### src/rtl/toy_spn_byte_cipher_top_assert.svh
// Assertion macros for the byte cipher top level.
`ifndef TOY_SPN_BYTE_CIPHER_TOP_ASSERT_SVH
`define TOY_SPN_BYTE_CIPHER_TOP_ASSERT_SVH
`ifndef NO_ASSERTIONS
// Antecedent in one cycle implies the consequent in the same cycle.
`define TSBC_ASSERT_IMP(lbl, clk, rst_n, ante, cons) \
	lbl: assert property (@(posedge clk) disable iff (!rst_n) (ante) |-> (cons)) \
		else $error("tsbc: same-cycle implication failed");
// Antecedent in one cycle implies the consequent in the next cycle.
`define TSBC_ASSERT_NXT(lbl, clk, rst_n, ante, cons) \
	lbl: assert property (@(posedge clk) disable iff (!rst_n) (ante) |=> (cons)) \
		else $error("tsbc: next-cycle implication failed");
`else
`define TSBC_ASSERT_IMP(lbl, clk, rst_n, ante, cons)
`define TSBC_ASSERT_NXT(lbl, clk, rst_n, ante, cons)
`endif
`endif

### src/rtl/tsbc_pkg.sv
// Shared types, constants and table functions of the byte cipher.
package tsbc_pkg;

	// Number of cipher rounds; one pipeline stage per round.
	localparam int ROUNDS = 3;

	localparam int SBOX_W = 64;
	localparam int PERM_W = 24;
	localparam int KEYS_W = 32;
	localparam int CFG_W  = 64;
	localparam int IDX_W  = 3;

	localparam logic [SBOX_W-1:0] SBOX_RESET = 64'hFEDC_BA98_7654_3210;
	localparam logic [PERM_W-1:0] PERM_RESET = 24'hFA_C688;
	localparam logic [KEYS_W-1:0] KEYS_RESET = '0;

	localparam logic [3:0] NIBBLE = 4'hF;

	// Configuration register indexes.
	typedef enum logic [IDX_W-1:0] {
		REG_SBOX     = 3'd0,
		REG_INV_SBOX = 3'd1,
		REG_PERM     = 3'd2,
		REG_INV_PERM = 3'd3,
		REG_KEYS     = 3'd4
	} tsbc_reg_t;

	// Operation codes.
	typedef enum logic {
		OP_ENC = 1'b0,
		OP_DEC = 1'b1
	} tsbc_op_t;

	// Current configuration as seen by the datapath.
	typedef struct packed {
		logic [SBOX_W-1:0] sbox;
		logic [SBOX_W-1:0] inv_sbox;
		logic [PERM_W-1:0] perm;
		logic [PERM_W-1:0] inv_perm;
		logic [KEYS_W-1:0] keys;
	} tsbc_cfg_t;

	// One beat travelling down the pipeline.
	typedef struct packed {
		logic       valid;
		logic       op;
		logic [7:0] data;
	} tsbc_beat_t;

	// Substitute both nibbles through a 16-entry nibble table.
	function automatic logic [7:0] substitute(input logic [7:0] x,
		input logic [SBOX_W-1:0] tbl);
		logic [3:0] hi;
		logic [3:0] lo;
		hi = tbl[4*(x[7:4] & NIBBLE) +: 4];
		lo = tbl[4*(x[3:0] & NIBBLE) +: 4];
		return {hi, lo};
	endfunction

	// Output bit b takes input bit tbl entry b.
	function automatic logic [7:0] permute(input logic [7:0] x,
		input logic [PERM_W-1:0] tbl);
		logic [7:0] y;
		y = '0;
		for (int b = 0; b < 8; b++) begin
			y[b] = x[tbl[3*b +: 3]];
		end
		return y;
	endfunction

	// Select round key j.
	function automatic logic [7:0] key_byte(input logic [KEYS_W-1:0] keys,
		input logic [1:0] j);
		return keys[8*j +: 8];
	endfunction

endpackage

### src/rtl/tsbc_cfg.sv
// Configuration register file of the byte cipher.
module tsbc_cfg (
	input  logic                                clk,
	input  logic                                arst_n,
	input  logic                                cfg_we,
	input  logic [tsbc_pkg::IDX_W-1:0]          cfg_index,
	input  logic [tsbc_pkg::CFG_W-1:0]          cfg_wdata,
	output tsbc_pkg::tsbc_cfg_t                 cfg
);

	logic [tsbc_pkg::SBOX_W-1:0] sbox_q;
	logic [tsbc_pkg::SBOX_W-1:0] inv_sbox_q;
	logic [tsbc_pkg::PERM_W-1:0] perm_q;
	logic [tsbc_pkg::PERM_W-1:0] inv_perm_q;
	logic [tsbc_pkg::KEYS_W-1:0] keys_q;

	// Register writes; unknown indexes are ignored and upper bits dropped.
	always_ff @(posedge clk or negedge arst_n) begin
		if (!arst_n) begin
			sbox_q     <= tsbc_pkg::SBOX_RESET;
			inv_sbox_q <= tsbc_pkg::SBOX_RESET;
			perm_q     <= tsbc_pkg::PERM_RESET;
			inv_perm_q <= tsbc_pkg::PERM_RESET;
			keys_q     <= tsbc_pkg::KEYS_RESET;
		end else if (cfg_we) begin
			case (cfg_index)
				tsbc_pkg::REG_SBOX: begin
					sbox_q <= cfg_wdata[tsbc_pkg::SBOX_W-1:0];
				end
				tsbc_pkg::REG_INV_SBOX: begin
					inv_sbox_q <= cfg_wdata[tsbc_pkg::SBOX_W-1:0];
				end
				tsbc_pkg::REG_PERM: begin
					perm_q <= cfg_wdata[tsbc_pkg::PERM_W-1:0];
				end
				tsbc_pkg::REG_INV_PERM: begin
					inv_perm_q <= cfg_wdata[tsbc_pkg::PERM_W-1:0];
				end
				tsbc_pkg::REG_KEYS: begin
					keys_q <= cfg_wdata[tsbc_pkg::KEYS_W-1:0];
				end
				default: begin
				end
			endcase
		end
	end

	assign cfg.sbox     = sbox_q;
	assign cfg.inv_sbox = inv_sbox_q;
	assign cfg.perm     = perm_q;
	assign cfg.inv_perm = inv_perm_q;
	assign cfg.keys     = keys_q;

endmodule

### src/rtl/tsbc_round.sv
// One registered round of the cipher, forward or inverse per beat.
module tsbc_round (
	input  logic                 clk,
	input  logic                 arst_n,
	input  tsbc_pkg::tsbc_cfg_t  cfg,
	input  logic [7:0]           key_enc,
	input  logic [7:0]           key_dec,
	input  tsbc_pkg::tsbc_beat_t beat_in,
	output tsbc_pkg::tsbc_beat_t beat_out
);

	logic [7:0] enc_x;
	logic [7:0] dec_x;
	logic       valid_s1;
	logic       op_s1;
	logic [7:0] data_s1;

	// Forward round: key, S-box, permutation. Inverse round runs the reverse.
	always_comb begin
		enc_x = tsbc_pkg::permute(tsbc_pkg::substitute(beat_in.data ^ key_enc, cfg.sbox),
			cfg.perm);
		dec_x = tsbc_pkg::substitute(tsbc_pkg::permute(beat_in.data, cfg.inv_perm),
			cfg.inv_sbox) ^ key_dec;
	end

	// Valid bit is reset; payload is loaded only with a valid beat.
	always_ff @(posedge clk or negedge arst_n) begin
		if (!arst_n) begin
			valid_s1 <= 1'b0;
		end else begin
			valid_s1 <= beat_in.valid;
		end
	end

	always_ff @(posedge clk) begin
		if (beat_in.valid) begin
			op_s1   <= beat_in.op;
			data_s1 <= (beat_in.op == tsbc_pkg::OP_DEC) ? dec_x : enc_x;
		end
	end

	assign beat_out.valid = valid_s1;
	assign beat_out.op    = op_s1;
	assign beat_out.data  = data_s1;

endmodule

### src/rtl/toy_spn_byte_cipher_top.sv
// Byte cipher top level: an 8-bit substitution-permutation network, one byte per cycle.
//
// Usage: a byte is accepted at a rising edge where start is high and busy is
// low. op selects encryption (0) or decryption (1) of data_in. busy is always
// low, so a new byte can be accepted in every cycle.
// The result appears on data_out with done high for exactly one cycle, once the
// byte has passed one input register that applies the final key for decryption,
// one register stage per round, and an output register that applies the final
// key for encryption.
// Throughput is one byte per cycle; the depth is set by the round count.
// The receiver cannot hold results off, and the pipeline never stalls.
// Configuration registers (S-box, inverse S-box, permutation, inverse permutation,
// round keys) are written through cfg_we, cfg_index and cfg_wdata; the user must
// write them only while no byte is in flight, which the block does not enforce. Reset
// clears all in-flight beats and returns every table to identity and every key to zero.
`include "toy_spn_byte_cipher_top_assert.svh"

module toy_spn_byte_cipher_top (
	input  logic                          clk,
	input  logic                          arst_n,
	input  logic                          start,
	output logic                          busy,
	input  logic                          op,
	input  logic [7:0]                    data_in,
	output logic                          done,
	output logic [7:0]                    data_out,
	input  logic                          cfg_we,
	input  logic [tsbc_pkg::IDX_W-1:0]    cfg_index,
	input  logic [tsbc_pkg::CFG_W-1:0]    cfg_wdata
);

	localparam int LAT = tsbc_pkg::ROUNDS + 2;
	localparam logic [1:0] KEY_FINAL = 2'(tsbc_pkg::ROUNDS);

	tsbc_pkg::tsbc_cfg_t  cfg;
	tsbc_pkg::tsbc_beat_t beat [0:tsbc_pkg::ROUNDS];
	logic [7:0]           key_final;
	logic                 valid_s1;
	logic                 op_s1;
	logic [7:0]           data_s1;
	logic                 done_q;
	logic [7:0]           data_out_q;

	// Configuration registers.
	tsbc_cfg u_cfg (
		.clk       (clk),
		.arst_n    (arst_n),
		.cfg_we    (cfg_we),
		.cfg_index (cfg_index),
		.cfg_wdata (cfg_wdata),
		.cfg       (cfg)
	);

	assign busy      = 1'b0;
	assign key_final = tsbc_pkg::key_byte(cfg.keys, KEY_FINAL);

	// Input stage; decryption starts by removing the final key.
	always_ff @(posedge clk or negedge arst_n) begin
		if (!arst_n) begin
			valid_s1 <= 1'b0;
		end else begin
			valid_s1 <= start && !busy;
		end
	end

	always_ff @(posedge clk) begin
		if (start && !busy) begin
			op_s1   <= op;
			data_s1 <= (op == tsbc_pkg::OP_DEC) ? (data_in ^ key_final) : data_in;
		end
	end

	assign beat[0].valid = valid_s1;
	assign beat[0].op    = op_s1;
	assign beat[0].data  = data_s1;

	// One stage per round; decryption walks the keys in reverse order.
	for (genvar k = 0; k < tsbc_pkg::ROUNDS; k++) begin : g_round
		localparam logic [1:0] KEY_ENC = 2'(k);
		localparam logic [1:0] KEY_DEC = 2'(tsbc_pkg::ROUNDS - 1 - k);

		tsbc_round u_round (
			.clk      (clk),
			.arst_n   (arst_n),
			.cfg      (cfg),
			.key_enc  (tsbc_pkg::key_byte(cfg.keys, KEY_ENC)),
			.key_dec  (tsbc_pkg::key_byte(cfg.keys, KEY_DEC)),
			.beat_in  (beat[k]),
			.beat_out (beat[k+1])
		);
	end

	// Output stage; encryption ends by adding the final key.
	always_ff @(posedge clk or negedge arst_n) begin
		if (!arst_n) begin
			done_q <= 1'b0;
		end else begin
			done_q <= beat[tsbc_pkg::ROUNDS].valid;
		end
	end

	always_ff @(posedge clk) begin
		if (beat[tsbc_pkg::ROUNDS].valid) begin
			data_out_q <= (beat[tsbc_pkg::ROUNDS].op == tsbc_pkg::OP_DEC)
				? beat[tsbc_pkg::ROUNDS].data
				: (beat[tsbc_pkg::ROUNDS].data ^ key_final);
		end
	end

	assign done     = done_q;
	assign data_out = data_out_q;

	// A result beat is always preceded by an accepted byte at the fixed latency.
	`TSBC_ASSERT_IMP(a_done_has_source, clk, arst_n, done, $past(start, LAT))
	// The last round stage always hands its beat to the output register.
	`TSBC_ASSERT_NXT(a_last_to_done, clk, arst_n, beat[tsbc_pkg::ROUNDS].valid, done)
	// Without an accepted byte the input stage stays empty.
	`TSBC_ASSERT_NXT(a_no_phantom_beat, clk, arst_n, !start, !beat[0].valid)

endmodule

### config.mk
export PLATFORM = sky130hd
export DESIGN_NAME = toy_spn_byte_cipher_top
export DESIGN_NICKNAME = d
export VERILOG_FILES = /design/src/rtl/tsbc_pkg.sv /design/src/rtl/tsbc_cfg.sv /design/src/rtl/tsbc_round.sv /design/src/rtl/toy_spn_byte_cipher_top.sv
export VERILOG_INCLUDE_DIRS = /design/src /design/src/rtl
export SDC_FILE = /design/constraint.sdc
export NUM_CORES = 1
export LEC_CHECK = 0
export ABC_CLOCK_PERIOD_IN_PS = 4500
export BUFFER_PORTS_ARGS = -buffer_cell sky130_fd_sc_hd__buf_2
export CAP_MARGIN = 0
export CORE_MARGIN = 10
export CORE_UTILIZATION = 65
export DETAILED_ROUTE_END_ITERATION = 12
export GPL_TIMING_DRIVEN = 0
export PLACE_DENSITY = 0.89
export SLEW_MARGIN = 5
export SYNTH_ARGS = -nofsm -noshare
export SYNTH_HDL_FRONTEND = slang
export SYNTH_SLANG_ARGS = --single-unit
### constraint.sdc
create_clock -name clk -period 4.5 [get_ports clk]
set_clock_uncertainty 0.2 [all_clocks]
set_input_delay 0.45 -clock clk [delete_from_list [all_inputs] [get_ports clk]]
set_output_delay 0.45 -clock clk [all_outputs]
set_load 0.1 [all_outputs]
Word level (Yosys, flattened, before mapping)
Cells that the tools add are included.
- flip-flop bits (word level): 257
- latch bits: 0
- word-level logic and storage cells: 166
- RAM bits: 0
- memories kept: 0
- memory bits (read-only): 0
- shift-type cells: 12
- reduce and logical (&&, ||, !) cells: 6
- $add $sub $neg: 0
- divide/modulo/power cells: 0
- equal/unequal tests: 4
- muxes and demuxes: 101
- multiply operators: 0
- $lt $le $gt $ge: 16
- bitwise gates (word level): 8
- operator list (kind ; count):
    64-bit by 7-bit variable part select with 4-bit output ; 12
    1-bit binary-select mux with 3-bit select ; 48
    3-bit by 4-bit less-than comparator with 1-bit output (second input constant) ; 16
    8-bit XOR ; 8
    1-bit 2-to-1 mux ; 48
    8-bit 2-to-1 mux ; 5
    2-bit AND reduction ; 5
    3-bit by 2-bit equality test with 1-bit output (second input constant) ; 2
    3-bit by 1-bit equality test with 1-bit output (second input constant) ; 1
    3-bit equality test (second input constant) ; 1
    3-bit logical NOT ; 1

Depth between registers and ports, before layout
Gate-level depths: netlist of the first run.
- depth after elaboration: 5
- depth in mapped cells: 11
- depth with buffers taken out: 8

By module
Synthesis of the first run repeated with hierarchy kept, for this count alone.
- cells, all modules: 1506
- area total of the unflattened synthesis: 20697.4 sq um
- by module, submodules not included (module ; instances ; cells an instance ; seq. area each (sq um) ; area each (sq um)):
    tsbc_round ; 3 ; 336 ; 295.3 ; 3807.4
    tsbc_cfg ; 1 ; 444 ; 5315.1 ; 8468.1
    toy_spn_byte_cipher_top ; 1 ; 54 ; 560.5 ; 807.0

Worst setup path before layout of the first run
Ideal clock, no wire load.
- path type: flip-flop to flip-flop
- start: reg g_round[0].u_round.data_s1[4]
- end: reg g_round[1].u_round.data_s1[7], data pin
- buffers on the path: 1
- arrival time: 2.589 ns
- cell stages (with the launch flop): 10
- slack: 1.435 ns
- cell sequence: edfxtp_1 xnor2_1 buf_4 mux4_2 mux2i_1 mux2i_1 nor2_1 mux2i_1 o22ai_1 a221oi_2
- word-level cells in the longest chain between the ends: 5
- elaborated cells on any way between the ends: 15
- those cells by class: shift (2); mux (11); bitwise (2)
- ends and longest elaborated chain (item ; line ; source):
    start: declaration ; tsbc_round.sv:16 ; logic [7:0] data_s1;
    start signal: assignment ; tsbc_round.sv:38 ; data_s1 <= (beat_in.op == tsbc_pkg::OP_DEC) ? dec_x : enc_x;
    8-bit XOR or 1-bit binary-select mux with 3-bit select (tied branches) ; tsbc_round.sv:20, tsbc_pkg.sv:66 ;
    64-bit by 7-bit variable part select with 4-bit output or 1-bit 2-to-1 mux (tied branches) ; tsbc_pkg.sv:55, tsbc_pkg.sv:66 ;
    1-bit binary-select mux with 3-bit select or 64-bit by 7-bit variable part select with 4-bit output (tied branches) ; tsbc_pkg.sv:66, tsbc_pkg.sv:55 ;
    1-bit 2-to-1 mux (not written as such) or 8-bit XOR (tied branches) ; tsbc_pkg.sv:66, tsbc_round.sv:23 ;
    8-bit 2-to-1 mux * ; tsbc_round.sv:38 ;
    end signal: assignment ; tsbc_round.sv:38 ;
    end: declaration ; tsbc_round.sv:16 ;
Mark *: on every way between the ends. The rest lies on a longest branch, timed or not. The select of a mux whose other input is x is not followed.
A chain may end at the register's enable or synchronous reset.

Worst setup path in the final report of the first run
- start: reg g_round[1].u_round.data_s1[4]
- end: reg g_round[2].u_round.data_s1[7], data pin
- word-level cells in the longest chain between the ends: 5
- elaborated cells on any way between the ends: 15
- those cells by class: shift (2); mux (11); bitwise (2)
- ends and longest elaborated chain (item ; line):
    8-bit XOR or 1-bit binary-select mux with 3-bit select (tied branches) ; tsbc_round.sv:20, tsbc_pkg.sv:66
    64-bit by 7-bit variable part select with 4-bit output or 1-bit 2-to-1 mux (tied branches) ; tsbc_pkg.sv:55, tsbc_pkg.sv:66
    1-bit binary-select mux with 3-bit select or 64-bit by 7-bit variable part select with 4-bit output (tied branches) ; tsbc_pkg.sv:66, tsbc_pkg.sv:55
    1-bit 2-to-1 mux (not written as such) or 8-bit XOR (tied branches) ; tsbc_pkg.sv:66, tsbc_round.sv:23
    8-bit 2-to-1 mux * ; tsbc_round.sv:38
    end signal: assignment ; tsbc_round.sv:38
    end: declaration ; tsbc_round.sv:16
Marks and branches as above.

==> qor.csv, run 1 <==
stage,metric,value,unit
clocking,cts_made_buffers,27,
synth,synthesis.nets,1691,
synth,yosys_warnings,0,
place,portBuffers,88,
worst_setup_path,cp_max_fo,10,
power_and_ir_drop,seq_power_share,0.225,
routing,viasPerCell,7.68,
job,drv_cap,0,
worst_setup_path,cp_data_arrival_time,4.51,ns
floorplan,rows,64,
place,dp_hpwl,56300,um
sta,worstMarginPinSlew,1.29,ns
clocking,root_buffer,clkbuf_16,
sta,hold_ws,-0.00684,ns
finish,area_growth,11.3,%
worst_setup_path,start_kind,register,
synth,synth_top_area_cell,dfrtp_1,
sta,rsz0062_at_grt,false,
floorplan,die_w,197,um
power_and_ir_drop,power_density,851,nW/um2
power_and_ir_drop,power_frac_clock,0.124,
floorplan,initial_core_util,0.661,
floorplan,die_area,38700,um2
floorplan,dieHeight,197,um
synth,synth_seq_cells,257,
grt,grt_overflow_total,0,
grt,grt_max_degree,127,
outcome,failed_checks,hold timing,
sta,fin_crit,4.42,ns
synth,synth.top_cell.area_share,0.154,
routing,first_pass_iters,8,
floorplan,io_pins,90,
power_and_ir_drop,swShare,0.494,
outcome,status,"finished, violations left",
synth,ys_seq_area_frac,0.333,
worst_setup_path,path_class,register to register,
synth,synth.most_common_cell,mux2i_1,
clocking,htree_levels,1,
synth,synthTopCellsByCount,"mux2i_1 (279), mux2_2 (228), dfrtp_1 (125), mux4_2 (93), dfstp_2 (88)",
grt,grt_pass1_wl,113000,um
floorplan,core-area,30700,um2
synth,synthesis.area,20300,um2
grt,grt_usage,0.395,
grt,first_global_vias,16800,
power_and_ir_drop,switching_power,9.49,mW
sta,drv_slew,0,
finish,layout-drive-gt1-share,0.361,
power_and_ir_drop,comb_power_share,0.651,
routing,route.detailed.drc,0,
synth,synthCells,1611,
sta,finalSetupTns,0,ns
routing,num_vias,16800,
synth,yosys-top-cells-area,"dfrtp_1 (15%), mux2i_1 (14%), mux2_2 (13%)",
sta,period_share,0.983,
sta,max_slew_margin,0.116,
clocking,post_cts_buffers,0,
clocking,clk_pin_slew,0.06,ns
synth,synth_edf_count,44,
worst_setup_path,endpoint_kind,register,
routing,wire_per_inst,35.8,um
sta,final-setup-viol-count,0,
power_and_ir_drop,ir_worst_vdd,0.000542,V
routing,ant_nets,0,
routing,wl,78200,um
clocking,cts.sinks,257,
finish,nets,1845,
routing,drt_iter0_markers,2788,
worst_setup_path,cp_data_required_time,4.59,ns
power_and_ir_drop,p_leak,9.13,nW
power_and_ir_drop,p_int,9.72,mW
sta,max_freq,226,MHz
synth,syn_avg_cell_area,12.6,um2
clocking,clock_path_buffers,3,
grt,antenna_found_initial,8,
synth,async_reset_ff_frac,0.829,
synth,synth.distinct_cells,64,
worst_hold_path,hp-class,input port to register,
finish,nFillCells,1980,
synth,ys.flop_type,dfrtp_1,
sta,final-hold-violation-count,3,
clocking,cts_tree,built,
clocking,clk_latency,0.58,ns
place,gp_congestion,1.10,
cell families after synthesis:
kind of cell / share of synthesized area
AOI/OAI and AO/OA: 0.0969
xor gates and xnor gates: 0.0305
buffers and inverters: 0.0392
DFF: 0.333
muxes: 0.439
other: 0.000185
and+or+nand+nor: 0.0608
critical path, stage by stage, from the launching register on:
cell	delay (ns)
edfxtp_1	0.64
xnor2_2	0.69
buf_4	0.38
mux4_2	0.58
a22oi_1	0.81
nand3_1	0.16
a311oi_1	0.52
a211oi_1	0.15
final timing paths:
check                                                end                          start  slack (ns)  depth (start not counted)
max                        g_round[2].u_round.data_s1[7]  g_round[1].u_round.data_s1[4]        0.08                          7
min                                           data_s1[3]                     data_in[3]      -0.007                          2
max reg2reg                g_round[2].u_round.data_s1[7]  g_round[1].u_round.data_s1[4]        0.08                          7
min reg2reg                     g_round[0].u_round.op_s1                          op_s1        0.29                          0
max in group asynchronous               u_cfg.sbox_q[33]                         arst_n        2.70                          3
min in group asynchronous           u_cfg.inv_sbox_q[23]                         arst_n        0.28                          2
sequential cells by signal, indices dropped and copies added, names as in the netlist, 3 cells and up:
name                      cells
u_cfg.sbox_q                 64
u_cfg.inv_perm_q             24
u_cfg.inv_sbox_q             64
data_out                      8
u_cfg.keys_q                 32
g_round.u_round.valid_s1      3
g_round.u_round.op_s1         3
g_round.u_round.data_s1      24
u_cfg.perm_q                 24
data_s1                       8
stage by stage:
stage / cells / setup slack [ns] / total power [mW] / utilization / cell area, um2
after floorplan: 1611 / 1.44 / 12.2 / - / 20300
after global placement: 2095 / -0.711 / 15.8 / 0.692 / 21200
after detailed placement: 2096 / 0.133 / 16.1 / 0.693 / 21300
after CTS: 2182 / 0.0922 / 18.5 / 0.735 / 22500
after global routing: 2182 / 0.0908 / 19.6 / 0.736 / 22600
final: 2186 / 0.0770 / 19.2 / 0.736 / 22600
cell usage in the layout (no fill, tap or decap), types with 5 or more instances in the layout:
| cell | n |
|---|---|
| nand2_1 | 44 |
| buf_1 | 12 |
| nor2_1 | 64 |
| mux4_1 | 47 |
| a22o_1 | 22 |
| o21ai_0 | 16 |
| mux2_2 | 228 |
| nor2b_1 | 53 |
| nand2b_1 | 19 |
| clkbuf_1 | 48 |
| a21oi_1 | 48 |
| o2bb2ai_1 | 6 |
| nand3_1 | 20 |
| mux4_2 | 93 |
| nor4_1 | 8 |
| a31oi_1 | 8 |
| clkbuf_16 | 27 |
| buf_4 | 23 |
| edfxtp_1 | 44 |
| nor3_2 | 8 |
| clkinv_1 | 5 |
| a311o_1 | 8 |
| dlygate4sd3_1 | 36 |
| a221o_1 | 8 |
| buf_6 | 17 |
| a211oi_1 | 37 |
| dfrtp_1 | 125 |
| mux2i_1 | 279 |
| mux2i_4 | 7 |
| dfstp_2 | 88 |
| a22oi_1 | 26 |
| xor2_1 | 37 |
| a221oi_2 | 6 |
| xnor2_1 | 24 |
| inv_1 | 9 |
| nor3_1 | 6 |
| a221oi_1 | 25 |
| o22ai_1 | 38 |
| clkbuf_8 | 6 |
| buf_2 | 98 |
power by group through the flow:
stage	Clock, mW	Combinational, mW	Sequential (mW)
floorplan	0	8.30	3.92
global placement	0	11.7	4.18
detailed placement	0	11.8	4.24
CTS	2.36	12.0	4.21
global route	2.44	12.8	4.34
finish	2.38	12.5	4.33
final cells by class:
| type | instances | area [um2] | area share |
|---|---|---|---|
| repair buffers | 125 | 838 | 0.0371 |
| clock buffers | 33 | 728 | 0.0323 |
| diodes | 4 | 10.0 | 0.000443 |
| multi-input cells | 1229 | 12700 | 0.565 |
| inverters | 9 | 33.8 | 0.00150 |
| clock inverters | 17 | 196 | 0.00870 |
| well taps | 396 | 495 | 0.0219 |
| plain buffers | 116 | 762 | 0.0338 |
| flip-flops and latches | 257 | 6760 | 0.300 |
timing repair:
action,in CTS,in global routing
resized for setup,0,3
endpoints found under the hold margin,121,0
setup endpoints to repair,0,9
hold buffers,36,0
routing by layer:
layer	vias up	global-route usage	wire length, um
met2	1426	0.591	34100
met4	6	0.262	6490
li1	6724	-	-
met3	411	0.123	11000
met1	8225	0.484	26500
met5	-	0.0255	166
(Power assumes the default switching activity.)
==> run 2: changes to the inputs <==
--- a/config.mk
+++ b/config.mk
@@ -6,7 +6,7 @@
 export SDC_FILE = /design/constraint.sdc
 export NUM_CORES = 1
 export LEC_CHECK = 0
-export ABC_CLOCK_PERIOD_IN_PS = 4500
+export ABC_CLOCK_PERIOD_IN_PS = 5400
 export BUFFER_PORTS_ARGS = -buffer_cell sky130_fd_sc_hd__buf_2
 export CAP_MARGIN = 0
 export CORE_MARGIN = 10
==> constraint.sdc (replaced) <==
create_clock -name clk -period 5.4 [get_ports clk]
set_clock_uncertainty 0.2 [all_clocks]
set_input_delay 0.54 -clock clk [delete_from_list [all_inputs] [get_ports clk]]
set_output_delay 0.54 -clock clk [all_outputs]
set_load 0.1 [all_outputs]
==> qor.csv, run 2 (synthesized netlist as in run 1, its figures left out) <==
stage,metric,value,unit,change
worst_setup_path,r2r_slack,0.80,ns,+0.72 ns
clocking,clk_pin_slew,0.06,ns,about the same
routing,ant_nets,0,,unchanged
grt,antenna_found_initial,7,,-1
clocking,cts.sinks,257,,unchanged
finish,layout-drive-gt1-share,0.366,,+0.00529
floorplan,dieHeight,197,um,unchanged
finish,area_growth,9.49,%,
sta,period_share,0.852,,-0.131
finish,reg_top3,"u_cfg.inv_sbox_q: 64 flops, u_cfg.sbox_q: 64 flops, u_cfg.keys_q: 32 flops",,
routing,num_vias,16700,,-0.51%
finish,nFillCells,2035,,+2.8%
power_and_ir_drop,p_leak,8.98,nW,-1.6%
worst_setup_path,path_class,register to register,,
sta,finalSetupTns,0,ns,unchanged
clocking,clk_latency,0.57,ns,about the same
finish,nets,1811,,-1.8%
floorplan,die_w,197,um,unchanged
routing,wl,76600,um,-2.0%
grt,grt_overflow_total,0,,unchanged
routing,drt_iter0_markers,2774,,-0.50%
sta,worstMarginPinSlew,1.30,ns,+0.00905 ns
grt,grt_pass1_wl,111000,um,-1.9%
sta,setup_ws,0.799,ns,+0.722 ns
clocking,htree_levels,1,,unchanged
routing,wire_per_inst,35.6,um,-0.34%
power_and_ir_drop,power_density,717,nW/um2,-16%
clocking,cts_resized,0,,unchanged
worst_setup_path,endpoint_kind,register,,
place,portBuffers,88,,unchanged
clocking,root_buffer,clkbuf_16,,
floorplan,io_pins,90,,unchanged
grt,grt_usage,0.386,,-0.00856
clocking,cts_made_buffers,27,,unchanged
power_and_ir_drop,power,15.9,mW,-17%
grt,first_global_vias,16500,,-1.5%
routing,first_pass_iters,6,,-2
routing,viasPerCell,7.77,,+1.2%
finish,layout_common_cells,"mux2i_1 (279), mux2_2 (228), dfrtp_1 (125)",,
place,gp_congestion,1.10,,unchanged
finish,fin_cells,2149,,-1.7%
clocking,clock_path_buffers,3,,unchanged
sta,final-setup-viol-count,0,,unchanged
place,dp.cells,2096,,unchanged
sta,max_slew_margin,0.131,,+0.0156
sta,rsz0062_at_grt,false,,
finish,mostFrequentLayoutCell,mux2i_1,,
routing,route.detailed.drc,0,,unchanged
job,drv_cap,0,,unchanged
sta,drv_slew,0,,unchanged
grt,grt_max_degree,127,,unchanged
sta,fin_crit,4.60,ns,+0.178 ns
floorplan,rows,64,,unchanged
worst_hold_path,hp-class,input port to register,,
floorplan,die_area,38700,um2,unchanged
place,dp_hpwl,56300,um,unchanged
clocking,cts_tree,built,,
floorplan,initial_core_util,0.661,,unchanged
worst_setup_path,start_kind,register,,
sta,max_freq,217,MHz,-3.9%
outcome,status,"complete, no violations",,
power_and_ir_drop,ir_worst_vdd,0.000456,V,-16%
worst_setup_path,cp_data_arrival_time,4.69,ns,+0.18 ns
sta,final-hold-violation-count,0,,-3
floorplan,core-area,30700,um2,unchanged
place,place_ws,1.03,ns,+0.900 ns
worst_setup_path,cp_max_fo,10,,unchanged
worst_setup_path,cp_data_required_time,5.49,ns,+0.90 ns
-- run 2: layout make-up --
type	count	area, um2	share of cell area
Antenna cell	1	2.50	0.000113
Buffer	116	762	0.0343
Clock buffer	33	728	0.0328
Clock inverter	17	196	0.00885
Inverter	9	33.8	0.00152
Multi-Input combinational cell	1229	12700	0.573
Sequential cell	257	6760	0.304
Tap cell	396	495	0.0223
Timing Repair Buffer	91	498	0.0224
-- run 2: path summary, 6_finish.rpt --
check,from,end,depth (start not counted)
worst min-delay path,cfg_wdata[60],u_cfg.inv_sbox_q[60],2
worst max register to register,g_round[0].u_round.data_s1[1],g_round[1].u_round.data_s1[0],7
worst min register to register,op_s1,g_round[0].u_round.op_s1,0
min in group asynchronous,arst_n,u_cfg.inv_sbox_q[23],2
worst max-delay path,g_round[0].u_round.data_s1[1],g_round[1].u_round.data_s1[0],7
max in group asynchronous,arst_n,u_cfg.sbox_q[40],3
-- run 2: critical path, stage by stage (launching register included) --
cell and delay [ns]:
edfxtp_1 0.63, xor2_1 0.82, buf_2 0.45, mux4_2 0.30, mux2i_1 0.09, a21oi_1 1.02
a21oi_1 0.20, a221oi_1 0.61
-- run 2: metrics by stage --
step	util	hold slack (ns)	instance area [um2]
2_1_floorplan	-	0.0444	20300
3_5_place_dp	0.693	0.260	21300
4_1_cts	0.724	0.0250	22200
6_report	0.724	0.0339	22200
5_1_grt	0.724	0.0324	22200
3_3_place_gp	0.692	0.255	21200
-- run 2: layer usage --
metal | share of wire | GRT usage | wire (um)
met5 | 0.0022 | 0.0255 | 166
met4 | 0.082 | 0.253 | 6260
met3 | 0.13 | 0.108 | 10300
met2 | 0.44 | 0.576 | 33400
met1 | 0.35 | 0.485 | 26400
-- run 2: repair_timing --
item / CTS / global route
hold buffers: 2 / 0
hold endpoints to repair: 61 / 0
buffers inserted: 0 / 0
-- run 2: power by group --
group          internal (mW)  switching (mW)
Combinational           4.27            6.08
Sequential              2.65           0.947
Clock                   1.15           0.815
